$ cat config.mk
export PLATFORM = sky130hd
export DESIGN_NAME = var_multistep_forecast_flat
export DESIGN_NICKNAME = d
export VERILOG_FILES = /design/src/sv/vmf_pkg.sv /design/src/sv/vmf_in_if.sv /design/src/sv/vmf_out_if.sv /design/src/sv/var_multistep_forecast.sv /design/src/flat_wrapper.sv
export SDC_FILE = /design/constraint.sdc
export NUM_CORES = 2
export LEC_CHECK = 0
export BUFFER_PORTS_ARGS = -buffer_cell sky130_fd_sc_hd__buf_2
export CAP_MARGIN = 15
export CORE_ASPECT_RATIO = 0.75
export CORE_MARGIN = 1.5
export CORE_UTILIZATION = 55
export CTS_CLUSTER_SIZE = 8
export DETAILED_ROUTE_END_ITERATION = 8
export PLACE_DENSITY = 0.8
export SLEW_MARGIN = 40
export SYNTH_ARGS = -nofsm -noshare
export SYNTH_HDL_FRONTEND = slang
export SYNTH_SLANG_ARGS = --single-unit
export TNS_END_PERCENT = 5
$ cat constraint.sdc
create_clock -name clk_i -period 9.1 [get_ports clk_i]
set_clock_uncertainty 0.05 [all_clocks]
set_input_delay 0.455 -clock clk_i [delete_from_list [all_inputs] [get_ports clk_i]]
set_output_delay 0.455 -clock clk_i [all_outputs]
set_load 0.01 [all_outputs]
$ cat src/sv/vmf_pkg.sv
`timescale 1ns / 1ps

package vmf_pkg;

  // Model dimensions
  localparam int DIM         = 4;
  localparam int LAGS        = 4;
  localparam int MAX_HORIZON = 16;

  // Store depths
  localparam int COEF_DEPTH = LAGS * DIM * DIM;
  localparam int HIST_DEPTH = LAGS * DIM;
  // One spare lag slot in the working ring takes the new predictions
  localparam int WORK_SLOTS = LAGS + 1;
  localparam int WORK_DEPTH = WORK_SLOTS * DIM;

  // Index and counter widths
  localparam int CA_W   = (COEF_DEPTH > 1) ? $clog2(COEF_DEPTH) : 1;
  localparam int HA_W   = (HIST_DEPTH > 1) ? $clog2(HIST_DEPTH) : 1;
  localparam int WA_W   = $clog2(WORK_DEPTH);
  localparam int SLOT_W = $clog2(WORK_SLOTS);
  localparam int LAG_W  = (LAGS > 1) ? $clog2(LAGS) : 1;
  localparam int SRC_W  = (DIM > 1) ? $clog2(DIM) : 1;
  localparam int TGT_W  = (SRC_W > 2) ? SRC_W : 2;
  localparam int STEP_W = ($clog2(MAX_HORIZON) > 4) ? $clog2(MAX_HORIZON) : 4;
  localparam int CNT_W  = $clog2(HIST_DEPTH + 1);

  // Datapath widths
  localparam int DATA_W = 16;
  localparam int PROD_W = 2 * DATA_W;
  localparam int ACC_W  = 40;
  localparam int FRAC_SHIFT = 14;

  // Item kinds
  localparam logic [1:0] KIND_COEF = 2'd0;
  localparam logic [1:0] KIND_HIST = 2'd1;
  localparam logic [1:0] KIND_RUN  = 2'd2;

  typedef enum logic [2:0] {
    ST_IDLE,
    ST_COPY,
    ST_MAC,
    ST_DRAIN,
    ST_EMIT
  } vmf_state_e;

endpackage

$ cat src/sv/vmf_in_if.sv
`timescale 1ns / 1ps

interface vmf_in_if;
  logic               valid;
  logic               ready;
  logic [1:0]         kind;
  logic [1:0]         lag;
  logic [1:0]         src;
  logic [1:0]         target;
  logic signed [15:0] value;
  logic [4:0]         horizon;

  modport source (output valid, kind, lag, src, target, value, horizon, input ready);
  modport sink   (input valid, kind, lag, src, target, value, horizon, output ready);
endinterface

$ cat src/sv/vmf_out_if.sv
`timescale 1ns / 1ps

interface vmf_out_if;
  logic               valid;
  logic               ready;
  logic [3:0]         step;
  logic [1:0]         component;
  logic signed [15:0] prediction;
  logic               saturated;
  logic               last;

  modport source (output valid, step, component, prediction, saturated, last, input ready);
  modport sink   (input valid, step, component, prediction, saturated, last, output ready);
endinterface

$ cat src/sv/var_multistep_forecast.sv
// Write items (coefficient, history sample) are accepted while idle; ready is high in idle.
// A forecast first copies the history store into the working ring, then each result
// is summed on the single MAC: one memory read per cycle plus drain.
// Reset clears the coefficient and history stores to zero through valid bits, so there is no clearing pass.
`timescale 1ns / 1ps

module var_multistep_forecast
  import vmf_pkg::*;
(
  input  logic      clk_i,
  input  logic      rst_ni,
  vmf_in_if.sink    in_i,
  vmf_out_if.source out_o
);

  localparam logic signed [ACC_W:0] RND_HALF = (ACC_W + 1)'(8192);
  localparam logic signed [ACC_W:0] PRED_MAX = (ACC_W + 1)'(32767);
  localparam logic signed [ACC_W:0] PRED_MIN = -(ACC_W + 1)'(32768);

  // Control state
  vmf_state_e state_q, state_d;
  logic [LAG_W-1:0]  l_q, l_d;
  logic [SRC_W-1:0]  s_q, s_d;
  logic [TGT_W-1:0]  t_q, t_d;
  logic [STEP_W-1:0] step_q, step_d;
  logic [STEP_W-1:0] last_step_q, last_step_d;
  logic [SLOT_W-1:0] head_q, head_d;
  logic [CNT_W-1:0]  cnt_q, cnt_d;
  logic              cp_vld_q, cp_vld_d;
  logic [HA_W-1:0]   cp_addr_q;
  logic              rd_vld_q, rd_vld_d;
  logic              prod_vld_q;
  logic signed [ACC_W-1:0] acc_q, acc_d;
  logic [COEF_DEPTH-1:0] coef_vld_q;
  logic [HIST_DEPTH-1:0] hist_vld_q;
  logic              out_vld_q, out_vld_d;

  // Memories and read registers
  logic signed [DATA_W-1:0] coef_mem [COEF_DEPTH];
  logic signed [DATA_W-1:0] hist_mem [HIST_DEPTH];
  logic signed [DATA_W-1:0] work_mem [WORK_DEPTH];
  logic signed [DATA_W-1:0] coef_rd_q, hist_rd_q, work_rd_q;
  logic                     coef_vld_rd_q, hist_vld_rd_q;
  logic signed [PROD_W-1:0] prod_q;

  // Output payload
  logic [3:0]               out_step_q;
  logic [1:0]               out_comp_q;
  logic signed [DATA_W-1:0] out_pred_q;
  logic                     out_sat_q, out_last_q;

  // Combinational controls
  logic in_fire, out_free, emit_go, last_res;
  logic coef_we, hist_we, wk_we;
  logic [CA_W-1:0] coef_wa, coef_ra;
  logic [HA_W-1:0] hist_wa, hist_ra;
  logic [WA_W-1:0] wk_wa, wk_ra;
  logic signed [DATA_W-1:0] wk_wd;
  logic [SLOT_W-1:0] new_head;
  int unsigned rd_slot_sum, rd_slot;
  logic signed [DATA_W-1:0] coef_op;
  logic signed [PROD_W-1:0] prod_d;
  logic signed [ACC_W:0] rnd, shr;
  logic signed [DATA_W-1:0] pred;
  logic pred_sat;

  // Handshakes
  assign in_i.ready = (state_q == ST_IDLE);
  assign in_fire    = in_i.valid && in_i.ready;
  assign out_free   = !out_vld_q || out_o.ready;
  assign emit_go    = (state_q == ST_EMIT) && out_free;
  assign last_res   = (step_q == last_step_q) && (int'(t_q) == DIM - 1);

  // Decode write transactions
  assign coef_we = in_fire && (in_i.kind == KIND_COEF) && (int'(in_i.lag) < LAGS)
                   && (int'(in_i.src) < DIM) && (int'(in_i.target) < DIM);
  assign hist_we = in_fire && (in_i.kind == KIND_HIST) && (int'(in_i.lag) < LAGS)
                   && (int'(in_i.src) < DIM);
  assign coef_wa = CA_W'((int'(in_i.lag) * DIM + int'(in_i.src)) * DIM
                         + int'(in_i.target));
  assign hist_wa = HA_W'(int'(in_i.lag) * DIM + int'(in_i.src));

  // Read addresses: history sweep during copy, ring lookup during MAC
  assign hist_ra     = cnt_q[HA_W-1:0];
  assign coef_ra     = CA_W'((int'(l_q) * DIM + int'(s_q)) * DIM + int'(t_q));
  assign rd_slot_sum = int'(head_q) + int'(l_q);
  assign rd_slot     = (rd_slot_sum >= WORK_SLOTS) ? rd_slot_sum - WORK_SLOTS : rd_slot_sum;
  assign wk_ra       = WA_W'(rd_slot * DIM + int'(s_q));
  assign new_head    = (head_q == '0) ? SLOT_W'(LAGS) : head_q - 1'b1;

  // Working ring write: copy fill or prediction insert into the spare slot
  always_comb begin
    wk_we = 1'b0;
    wk_wa = WA_W'(cp_addr_q);
    wk_wd = hist_vld_rd_q ? hist_rd_q : '0;
    if (cp_vld_q) begin
      wk_we = 1'b1;
    end else if (emit_go) begin
      wk_we = 1'b1;
      wk_wa = WA_W'(int'(new_head) * DIM + int'(t_q));
      wk_wd = pred;
    end
  end

  // Multiply with unwritten coefficients reading as zero
  assign coef_op = coef_vld_rd_q ? coef_rd_q : '0;
  assign prod_d  = coef_op * work_rd_q;

  // Round half up to Q7.8 and saturate
  assign rnd = $signed({acc_q[ACC_W-1], acc_q}) + RND_HALF;
  assign shr = rnd >>> FRAC_SHIFT;
  always_comb begin
    pred_sat = 1'b0;
    pred     = shr[DATA_W-1:0];
    if (shr > PRED_MAX) begin
      pred_sat = 1'b1;
      pred     = PRED_MAX[DATA_W-1:0];
    end else if (shr < PRED_MIN) begin
      pred_sat = 1'b1;
      pred     = PRED_MIN[DATA_W-1:0];
    end
  end

  // Next state
  always_comb begin
    state_d = state_q;
    unique case (state_q)
      ST_IDLE: begin
        if (in_fire && (in_i.kind == KIND_RUN) && (in_i.horizon != '0)) begin
          state_d = ST_COPY;
        end
      end
      ST_COPY: begin
        if (int'(cnt_q) == HIST_DEPTH) begin
          state_d = ST_MAC;
        end
      end
      ST_MAC: begin
        if ((int'(l_q) == LAGS - 1) && (int'(s_q) == DIM - 1)) begin
          state_d = ST_DRAIN;
        end
      end
      ST_DRAIN: begin
        if (!rd_vld_q) begin
          state_d = ST_EMIT;
        end
      end
      ST_EMIT: begin
        if (out_free) begin
          state_d = last_res ? ST_IDLE : ST_MAC;
        end
      end
      default: state_d = ST_IDLE;
    endcase
  end

  // Counters, pipeline flags and accumulator
  always_comb begin
    l_d         = l_q;
    s_d         = s_q;
    t_d         = t_q;
    step_d      = step_q;
    last_step_d = last_step_q;
    head_d      = head_q;
    cnt_d       = cnt_q;
    cp_vld_d    = 1'b0;
    rd_vld_d    = 1'b0;
    acc_d       = prod_vld_q ? acc_q + ACC_W'(prod_q) : acc_q;
    unique case (state_q)
      ST_IDLE: begin
        cnt_d  = '0;
        l_d    = '0;
        s_d    = '0;
        t_d    = '0;
        step_d = '0;
        head_d = '0;
        if (int'(in_i.horizon) > MAX_HORIZON) begin
          last_step_d = STEP_W'(MAX_HORIZON - 1);
        end else begin
          last_step_d = STEP_W'(int'(in_i.horizon) - 1);
        end
        if (!in_fire || (in_i.kind != KIND_RUN)) begin
          last_step_d = last_step_q;
        end
      end
      ST_COPY: begin
        if (int'(cnt_q) < HIST_DEPTH) begin
          cp_vld_d = 1'b1;
          cnt_d    = cnt_q + 1'b1;
        end
      end
      ST_MAC: begin
        rd_vld_d = 1'b1;
        if (int'(s_q) == DIM - 1) begin
          s_d = '0;
          l_d = (int'(l_q) == LAGS - 1) ? '0 : l_q + 1'b1;
        end else begin
          s_d = s_q + 1'b1;
        end
      end
      ST_DRAIN: begin
      end
      ST_EMIT: begin
        if (out_free) begin
          acc_d = '0;
          if (int'(t_q) == DIM - 1) begin
            t_d    = '0;
            step_d = step_q + 1'b1;
            head_d = new_head;
          end else begin
            t_d = t_q + 1'b1;
          end
        end
      end
      default: begin
      end
    endcase
  end

  // Output register valid
  always_comb begin
    out_vld_d = out_vld_q;
    if (emit_go) begin
      out_vld_d = 1'b1;
    end else if (out_o.ready) begin
      out_vld_d = 1'b0;
    end
  end

  // Control registers
  always_ff @(posedge clk_i or negedge rst_ni) begin
    if (!rst_ni) begin
      state_q     <= ST_IDLE;
      l_q         <= '0;
      s_q         <= '0;
      t_q         <= '0;
      step_q      <= '0;
      last_step_q <= '0;
      head_q      <= '0;
      cnt_q       <= '0;
      cp_vld_q    <= 1'b0;
      rd_vld_q    <= 1'b0;
      prod_vld_q  <= 1'b0;
      acc_q       <= '0;
      coef_vld_q  <= '0;
      hist_vld_q  <= '0;
      out_vld_q   <= 1'b0;
    end else begin
      state_q     <= state_d;
      l_q         <= l_d;
      s_q         <= s_d;
      t_q         <= t_d;
      step_q      <= step_d;
      last_step_q <= last_step_d;
      head_q      <= head_d;
      cnt_q       <= cnt_d;
      cp_vld_q    <= cp_vld_d;
      rd_vld_q    <= rd_vld_d;
      prod_vld_q  <= rd_vld_q;
      acc_q       <= acc_d;
      out_vld_q   <= out_vld_d;
      if (coef_we) begin
        coef_vld_q[coef_wa] <= 1'b1;
      end
      if (hist_we) begin
        hist_vld_q[hist_wa] <= 1'b1;
      end
    end
  end

  // Coefficient memory
  always_ff @(posedge clk_i) begin
    if (coef_we) begin
      coef_mem[coef_wa] <= in_i.value;
    end
    coef_rd_q     <= coef_mem[coef_ra];
    coef_vld_rd_q <= coef_vld_q[coef_ra];
  end

  // History memory
  always_ff @(posedge clk_i) begin
    if (hist_we) begin
      hist_mem[hist_wa] <= in_i.value;
    end
    hist_rd_q     <= hist_mem[hist_ra];
    hist_vld_rd_q <= hist_vld_q[hist_ra];
  end

  // Working ring memory; predictions go to the spare slot, never read in the same step
  always_ff @(posedge clk_i) begin
    if (wk_we) begin
      work_mem[wk_wa] <= wk_wd;
    end
    work_rd_q <= work_mem[wk_ra];
  end

  // Datapath payload registers
  always_ff @(posedge clk_i) begin
    cp_addr_q <= hist_ra;
    prod_q    <= prod_d;
    if (emit_go) begin
      out_step_q <= step_q[3:0];
      out_comp_q <= t_q[1:0];
      out_pred_q <= pred;
      out_sat_q  <= pred_sat;
      out_last_q <= last_res;
    end
  end

  assign out_o.valid      = out_vld_q;
  assign out_o.step       = out_step_q;
  assign out_o.component  = out_comp_q;
  assign out_o.prediction = out_pred_q;
  assign out_o.saturated  = out_sat_q;
  assign out_o.last       = out_last_q;

  // The sum is complete before a result is formed
  a_emit_drained: assert property (@(posedge clk_i) disable iff (!rst_ni)
    (state_q == ST_EMIT) |-> (!rd_vld_q && !prod_vld_q))
    else $error("result formed with products still in flight");

  // Ring writes never coincide with MAC reads
  a_no_write_in_mac: assert property (@(posedge clk_i) disable iff (!rst_ni)
    wk_we |-> (state_q != ST_MAC))
    else $error("working ring written during MAC issue");

  // Ring head stays within the slot count
  a_head_range: assert property (@(posedge clk_i) disable iff (!rst_ni)
    int'(head_q) <= LAGS)
    else $error("ring head out of range");

  // A new transaction is taken only after the forecast has finished
  a_idle_after_last: assert property (@(posedge clk_i) disable iff (!rst_ni)
    (emit_go && last_res) |=> (state_q == ST_IDLE))
    else $error("forecast did not return to idle after its last result");

endmodule
$ cat src/flat_wrapper.sv
// flat-port wrapper written by rule: the top's interface ports become plain ports
module var_multistep_forecast_flat import vmf_pkg::*;
  (clk_i, rst_ni, in_i_valid, in_i_kind, in_i_lag, in_i_src, in_i_target, in_i_value, in_i_horizon, in_i_ready, out_o_valid, out_o_step, out_o_component, out_o_prediction, out_o_saturated, out_o_last, out_o_ready);
  vmf_in_if in_i_i ();
  vmf_out_if out_o_i ();
  input  logic clk_i;
  input  logic rst_ni;
  input wire logic [$bits(in_i_i.valid)-1:0] in_i_valid;
  input wire logic [$bits(in_i_i.kind)-1:0] in_i_kind;
  input wire logic [$bits(in_i_i.lag)-1:0] in_i_lag;
  input wire logic [$bits(in_i_i.src)-1:0] in_i_src;
  input wire logic [$bits(in_i_i.target)-1:0] in_i_target;
  input wire logic [$bits(in_i_i.value)-1:0] in_i_value;
  input wire logic [$bits(in_i_i.horizon)-1:0] in_i_horizon;
  output wire logic [$bits(in_i_i.ready)-1:0] in_i_ready;
  output wire logic [$bits(out_o_i.valid)-1:0] out_o_valid;
  output wire logic [$bits(out_o_i.step)-1:0] out_o_step;
  output wire logic [$bits(out_o_i.component)-1:0] out_o_component;
  output wire logic [$bits(out_o_i.prediction)-1:0] out_o_prediction;
  output wire logic [$bits(out_o_i.saturated)-1:0] out_o_saturated;
  output wire logic [$bits(out_o_i.last)-1:0] out_o_last;
  input wire logic [$bits(out_o_i.ready)-1:0] out_o_ready;
  assign in_i_i.valid = in_i_valid;
  assign in_i_i.kind = in_i_kind;
  assign in_i_i.lag = in_i_lag;
  assign in_i_i.src = in_i_src;
  assign in_i_i.target = in_i_target;
  assign in_i_i.value = in_i_value;
  assign in_i_i.horizon = in_i_horizon;
  assign in_i_ready = in_i_i.ready;
  assign out_o_valid = out_o_i.valid;
  assign out_o_step = out_o_i.step;
  assign out_o_component = out_o_i.component;
  assign out_o_prediction = out_o_i.prediction;
  assign out_o_saturated = out_o_i.saturated;
  assign out_o_last = out_o_i.last;
  assign out_o_i.ready = out_o_ready;
  var_multistep_forecast u_core (.clk_i(clk_i), .rst_ni(rst_ni), .in_i(in_i_i), .out_o(out_o_i));
endmodule
After elaboration in Yosys (flattened, before gate mapping)
Memories as Yosys holds them, arrays and structs flattened. A register that Yosys moved wholly into a read port is not among the register bits.
Index checks and enable logic that the tools add are counted.

word-level totals
  flip-flop bits (word level) = 211
  logic and storage cells = 166
  bits in writable memories = 1600
  memories = 3
  output and inout bits = 26

memories
  memory           words  width  read ports  clocked after memory_dff  write ports  line                          RTL
  u_core.coef_mem  64     16     1           1                         1            var_multistep_forecast.sv:39  logic signed [DATA_W-1:0] coef_mem [COEF_DEPTH];
  u_core.work_mem  20     16     1           1                         1            var_multistep_forecast.sv:41  logic signed [DATA_W-1:0] work_mem [WORK_DEPTH];
  u_core.hist_mem  16     16     1           1                         1            var_multistep_forecast.sv:40  logic signed [DATA_W-1:0] hist_mem [HIST_DEPTH];

operators by class
  mux-type cells = 59
  order comparisons = 11
  bitwise gates (word level) = 3
  reductions and logical operators = 28
  multipliers = 1
  add/sub/neg operators = 17
  equality and inequality tests = 20

operators with widths
  cell                      count
  $mux W40                  3
  $mux W16                  6
  $or A64 B64 Y64           1
  $add A40 B15 Y41 const B  1
  $add A40 B32 Y40          1
  $mul A16 B16 Y32          1
  $gt A27 B16 Y1 const B    1
  $lt A27 B16 Y1 const B    1
  $mux W3                   9
  $mux W1                   18
  $or A16 B16 Y16           1
  $mux W5                   3
  $pmux W3 S5               1
  $lt A6 B7 Y1 const B      2
  $add A6 B3 Y6             2
  $mux W2                   6
  $mux W4                   3
  $pmux W2 S2               3
  $add A5 B2 Y5             2
  $logic_and A1 B1 Y1       10
  $lt A4 B5 Y1 const B      2
  $ne A2 B1 Y1 const B      5
  $pmux W5 S2               1
  $add A4 B2 Y4             2
  other kinds (36)          54

Depth between registers and ports, before layout
  depth in word-level cells = 7
  gate-level depth with buffers = 26
  depth with buffers taken out = 23

Worst setup path after synthesis
OpenSTA, ideal clock, no wires.

  path kind = register to register
  start = register u_core.coef_vld_rd_q
  end = register u_core.prod_q[31]
  stages on the path, launching flop included = 22
  buffers on the path = 2
  setup slack = 2883 ps
  library setup time = 121 ps
  data arrival time = 6046 ps
  cells stage by stage = dfxtp_1 > clkbuf_1 > and2_1 > clkbuf_1 > nand2_1 > inv_1 > fa_1 > fa_1 > fa_1 > fa_1 > fa_1 > inv_1 > fa_1 > inv_1 > ha_1 > nand3_1 > or3_1 > o21ba_2 > o211ai_1 > a21o_1 > a21oi_1 > xnor2_1

on the way
  cells in the longest elaborated chain, start to end = 2

ends and longest elaborated chain
  item                      line                           RTL
  start: declaration        var_multistep_forecast.sv:43   logic coef_vld_rd_q, hist_vld_rd_q;
  start signal: assignment  var_multistep_forecast.sv:277  coef_vld_rd_q <= coef_vld_q[coef_ra];
  $mux W16                  var_multistep_forecast.sv:106  assign coef_op = coef_vld_rd_q ? coef_rd_q : '0;
  $mul A16 B16 Y32          var_multistep_forecast.sv:107  assign prod_d = coef_op * work_rd_q;
  net u_core.prod_d[31]     var_multistep_forecast.sv:62   logic signed [PROD_W-1:0] prod_d;
  end signal: assignment    var_multistep_forecast.sv:300  prod_q <= prod_d;
  end: declaration          var_multistep_forecast.sv:44   logic signed [PROD_W-1:0] prod_q;

The timed path passes the listed nets, and every way through them passes these cells.
A chain may end at the register's enable or synchronous reset.

Worst setup path in the final report
Same ends and word-level chain as after synthesis.

==> flow_metrics.py <==
metrics = {
    "worst_setup_path": {
        "start_kind": "flip-flop",
        "critPathRequiredTime_ns": 9.76,
        "timing.critical_path.fanout_max": 83,
        "timing.setup.critical_path_class": "flip-flop to flip-flop",
        "crit_path_end_kind": "flip-flop",
        "timing.critical_path.arrival_ns": 7.91,
    },
    "pwr": {
        "worst_ir_drop_vdd_v": 0.000246,
        "power-per-cell-area_nw_per_um2": 296,
        "power.static_leakage_nw": 34.0,
    },
    "place": {
        "io_buffers": 58,
        "gp_routability_congestion": 0.898,
        "detailedPlacementHpwl_um": 121000,
    },
    "timing": {
        "report.final.setup_viol": 0,
        "worstMarginPinSlew_ns": 0.962,
        "hold_slack_ns": 0.0742,
        "timing_max_transition_violations_final": 0,
        "hold_violations": 0,
        "totalNegativeSetupSlack_ns": 0,
        "layout_min_cycle_time_ns": 7.24,
        "slew-limit-headroom_pct": 35.8,
        "max_freq_mhz": 138,
        "grt_setup_unrepaired": "false",
        "final.period_utilization_pct": 79.6,
    },
    "synthesis": {
        "synth-seq-cells": 1859,
        "postSynthNetCount": 5083,
        "primary_flip_flop_cell_chosen_by_synthesis_mapping": "edfxtp_1",
        "yosys.area.top_type": "edfxtp_1",
        "synth_enable_flop_cells": 1624,
        "yosys_warnings": 0,
        "netlist_instances": 4652,
        "asyncSetResetFlopFracSynth_pct": 8.02,
        "mappedNetlistArea_um2": 82900,
        "synth_area_per_cell_um2": 17.8,
        "synth.lib_cells_used.distinct": 82,
        "synth.area.top_cells": "edfxtp_1 (59%), mux4_2 (14%), fa_1 (6.4%)",
        "sequential_cell_area_fraction_in_the_yosys_report_pct": 65.4,
        "yosysTopAreaCellShare_pct": 58.9,
    },
    "final_layout": {
        "drive_above_1_share_pct": 23.9,
        "final_common_cell": "edfxtp_1",
        "multi_input_area_um2": 26800,
        "commonest_non_fill_non_tap_cells_in_the_layout": "edfxtp_1 (1624), mux4_2 (522), inv_1 (323)",
        "register_area_um2": 54200,
        "nets": 5365,
        "area_growth_syn_to_layout_pct": 13.9,
        "n_fill_cell": 9460,
    },
    "clocking": {
        "clk_latency_ns": 0.91,
        "cts_root_buffer": "clkbuf_16",
        "htree_levels": 5,
        "worst_path_clk_slew_ns": 0.05,
        "clock_tree_from_tritoncts": "yes",
        "tritoncts_num_sinks": 1859,
        "cts-root-to-sink-buffers": 4,
        "postCtsResizedCells": 0,
        "cts_inserted_buffers": 283,
    },
    "floorplanning": {
        "chip_width_um": 451,
        "core_um2": 150000,
        "row_count": 123,
        "initial_utilization_pct": 55.3,
        "top_level_ports": 59,
        "chipHeight_um": 339,
        "floorplan.die_area_um2": 153000,
    },
    "routing": {
        "wl_per_instance_um": 32.3,
        "via_per_inst": 6.74,
        "dr.first_iter.drc_count": 7280,
        "remaining_drc_errors": 0,
        "dr_total_vias": 47900,
        "ant_nets": 0,
        "finalWirelength_um": 229000,
        "drt_pass1_iterations": 6,
    },
    "global_route": {
        "grt-ovfl-total": 0,
        "grt_pass1_vias": 49400,
        "grt_first_pass_wirelength_um": 335000,
        "gr_usage_total_pct": 30.2,
        "grt_antenna_before_repair": 23,
        "pin_count_of_the_biggest_net_entering_global_routing": 95,
    },
    "status": {
        "status": "complete, no violations",
    },
    "run": {
        "drv_cap": 0,
    },
    "hold_path": {
        "worst_hold_path_type": "primary input to flip-flop",
    },
}
==> state kept, by name, indices dropped and copies added, names as in the netlist, 3 cells and up <==
signal                   cells
u_core.head_q                3
u_core.cp_addr_q             4
u_core.hist_vld_q           16
u_core.coef_mem           1024
u_core.state_q               3
u_core.work_rd_q            16
u_core.step_q                4
u_core.prod_q               32
u_core.cnt_q                 5
u_core.coef_vld_q           64
u_core.hist_rd_q            16
u_core.out_o.prediction     16
u_core.coef_rd_q            16
u_core.out_o.step            4
u_core.hist_mem            256
u_core.last_step_q           4
u_core.acc_q                40
u_core.work_mem            320
==> metrics by stage <==
stage          area (um^2)  worst slack (ns)  std cells  total power, mW  utilization (%)
3_5_place_dp         86200              2.05       6631             18.1             57.5
2_1_floorplan        82900              2.88       4652             15.7                -
3_3_place_gp         86000              2.22       6630             17.9             57.5
6_report             94400              1.86       7104             27.9             63.0
5_1_grt              94400              1.52       7103             28.8             63.0
4_1_cts              94200              1.98       7094             27.7             62.9
==> area by class of cell <==
class | count | share of cell area (%)
sequential | 1859 | 57.5
clock inverter | 9 | 0.105
multi-input combinational | 2246 | 28.4
timing repair buffer | 217 | 1.83
inverter | 327 | 1.31
antenna | 6 | 0.0159
tap | 2000 | 2.65
clock buffer | 440 | 8.26
==> cell usage after synthesis (63+ instances only) <==
cell      count
and3_1      139
ha_1        133
dfxtp_1      86
xnor2_1      63
clkbuf_1    165
a21oi_1      65
dfrtp_1     149
or2_2        84
nor2_1      230
mux4_2      522
fa_1        265
inv_1       324
o21ai_0      71
nand2_1     194
edfxtp_1   1624
==> per-layer routing <==
metal  up-vias  track usage [%]  share of wire (%)  routed length (um)
li1      18500                -                  -                   -
met1     24500             40.7                 35               80300
met2      4090             46.2                 47              107000
met3       837             8.54                 13               30400
met4        22             13.7                4.9               11300
met5         -           0.0613              0.065                 149
==> cells by family (layout without fill, tap and decap cells) <==
| kind of cell | after synthesis | count (layout) | synth area share, % |
|---|---|---|---|
| other cells | 0 | 6 | 0 |
| compound gates | 327 | 327 | 2.60 |
| flops | 1859 | 1859 | 65.4 |
| simple gates | 844 | 844 | 5.09 |
| buf+inv | 547 | 993 | 2.53 |
| mux | 585 | 585 | 15.0 |
| xor+xnor | 92 | 92 | 0.972 |
| fa+ha+maj | 398 | 398 | 8.41 |
==> report_power, final <==
group          switching, mW  internal (mW)  total (mW)
Sequential             0.846           9.84        10.7
Combinational           4.39           3.34        7.73
Clock                   3.70           5.81        9.51
Total                   8.93           19.0        27.9
==> worst paths after layout <==
check / from / cells after the start / slack, ns / endpoint
max: u_core.coef_vld_rd_q / 23 / 1.86 / u_core.prod_q[31]
min: in_i_value[4] / 1 / 0.07 / u_core.coef_mem[24][4]
max reg2reg: u_core.coef_vld_rd_q / 23 / 1.86 / u_core.prod_q[31]
min reg2reg: u_core.rd_vld_q / 0 / 0.38 / u_core.prod_vld_q
max in group asynchronous: rst_ni / 5 / 6.63 / u_core.coef_vld_q[60]
min in group asynchronous: rst_ni / 3 / 0.54 / u_core.out_o.valid
==> critical path, stage by stage, from the launching register on <==
cell      delay [ns]
dfxtp_2         0.61
buf_4           0.60
and2_0          0.50
nand2_1         0.13
fa_1            0.53
inv_1           0.05
fa_1            0.51
inv_1           0.06
fa_1            0.53
inv_1           0.05
fa_1            0.45
fa_1            0.49
inv_1           0.05
fa_1            0.47
inv_1           0.04
ha_1            0.38
and3_1          0.21
nand3_1         0.09
o211a_1         0.35
o21ba_2         0.28
o211ai_1        0.25
a21o_1          0.16
a21oi_1         0.07
xnor2_1         0.14
==> timing repair <==
item	4_1_cts	5_1_grt
hold buffers	14	0
endpoints found under the hold margin	47	0
buffers inserted	0	0
No activity file was read; power rests on OpenSTA's default activity.
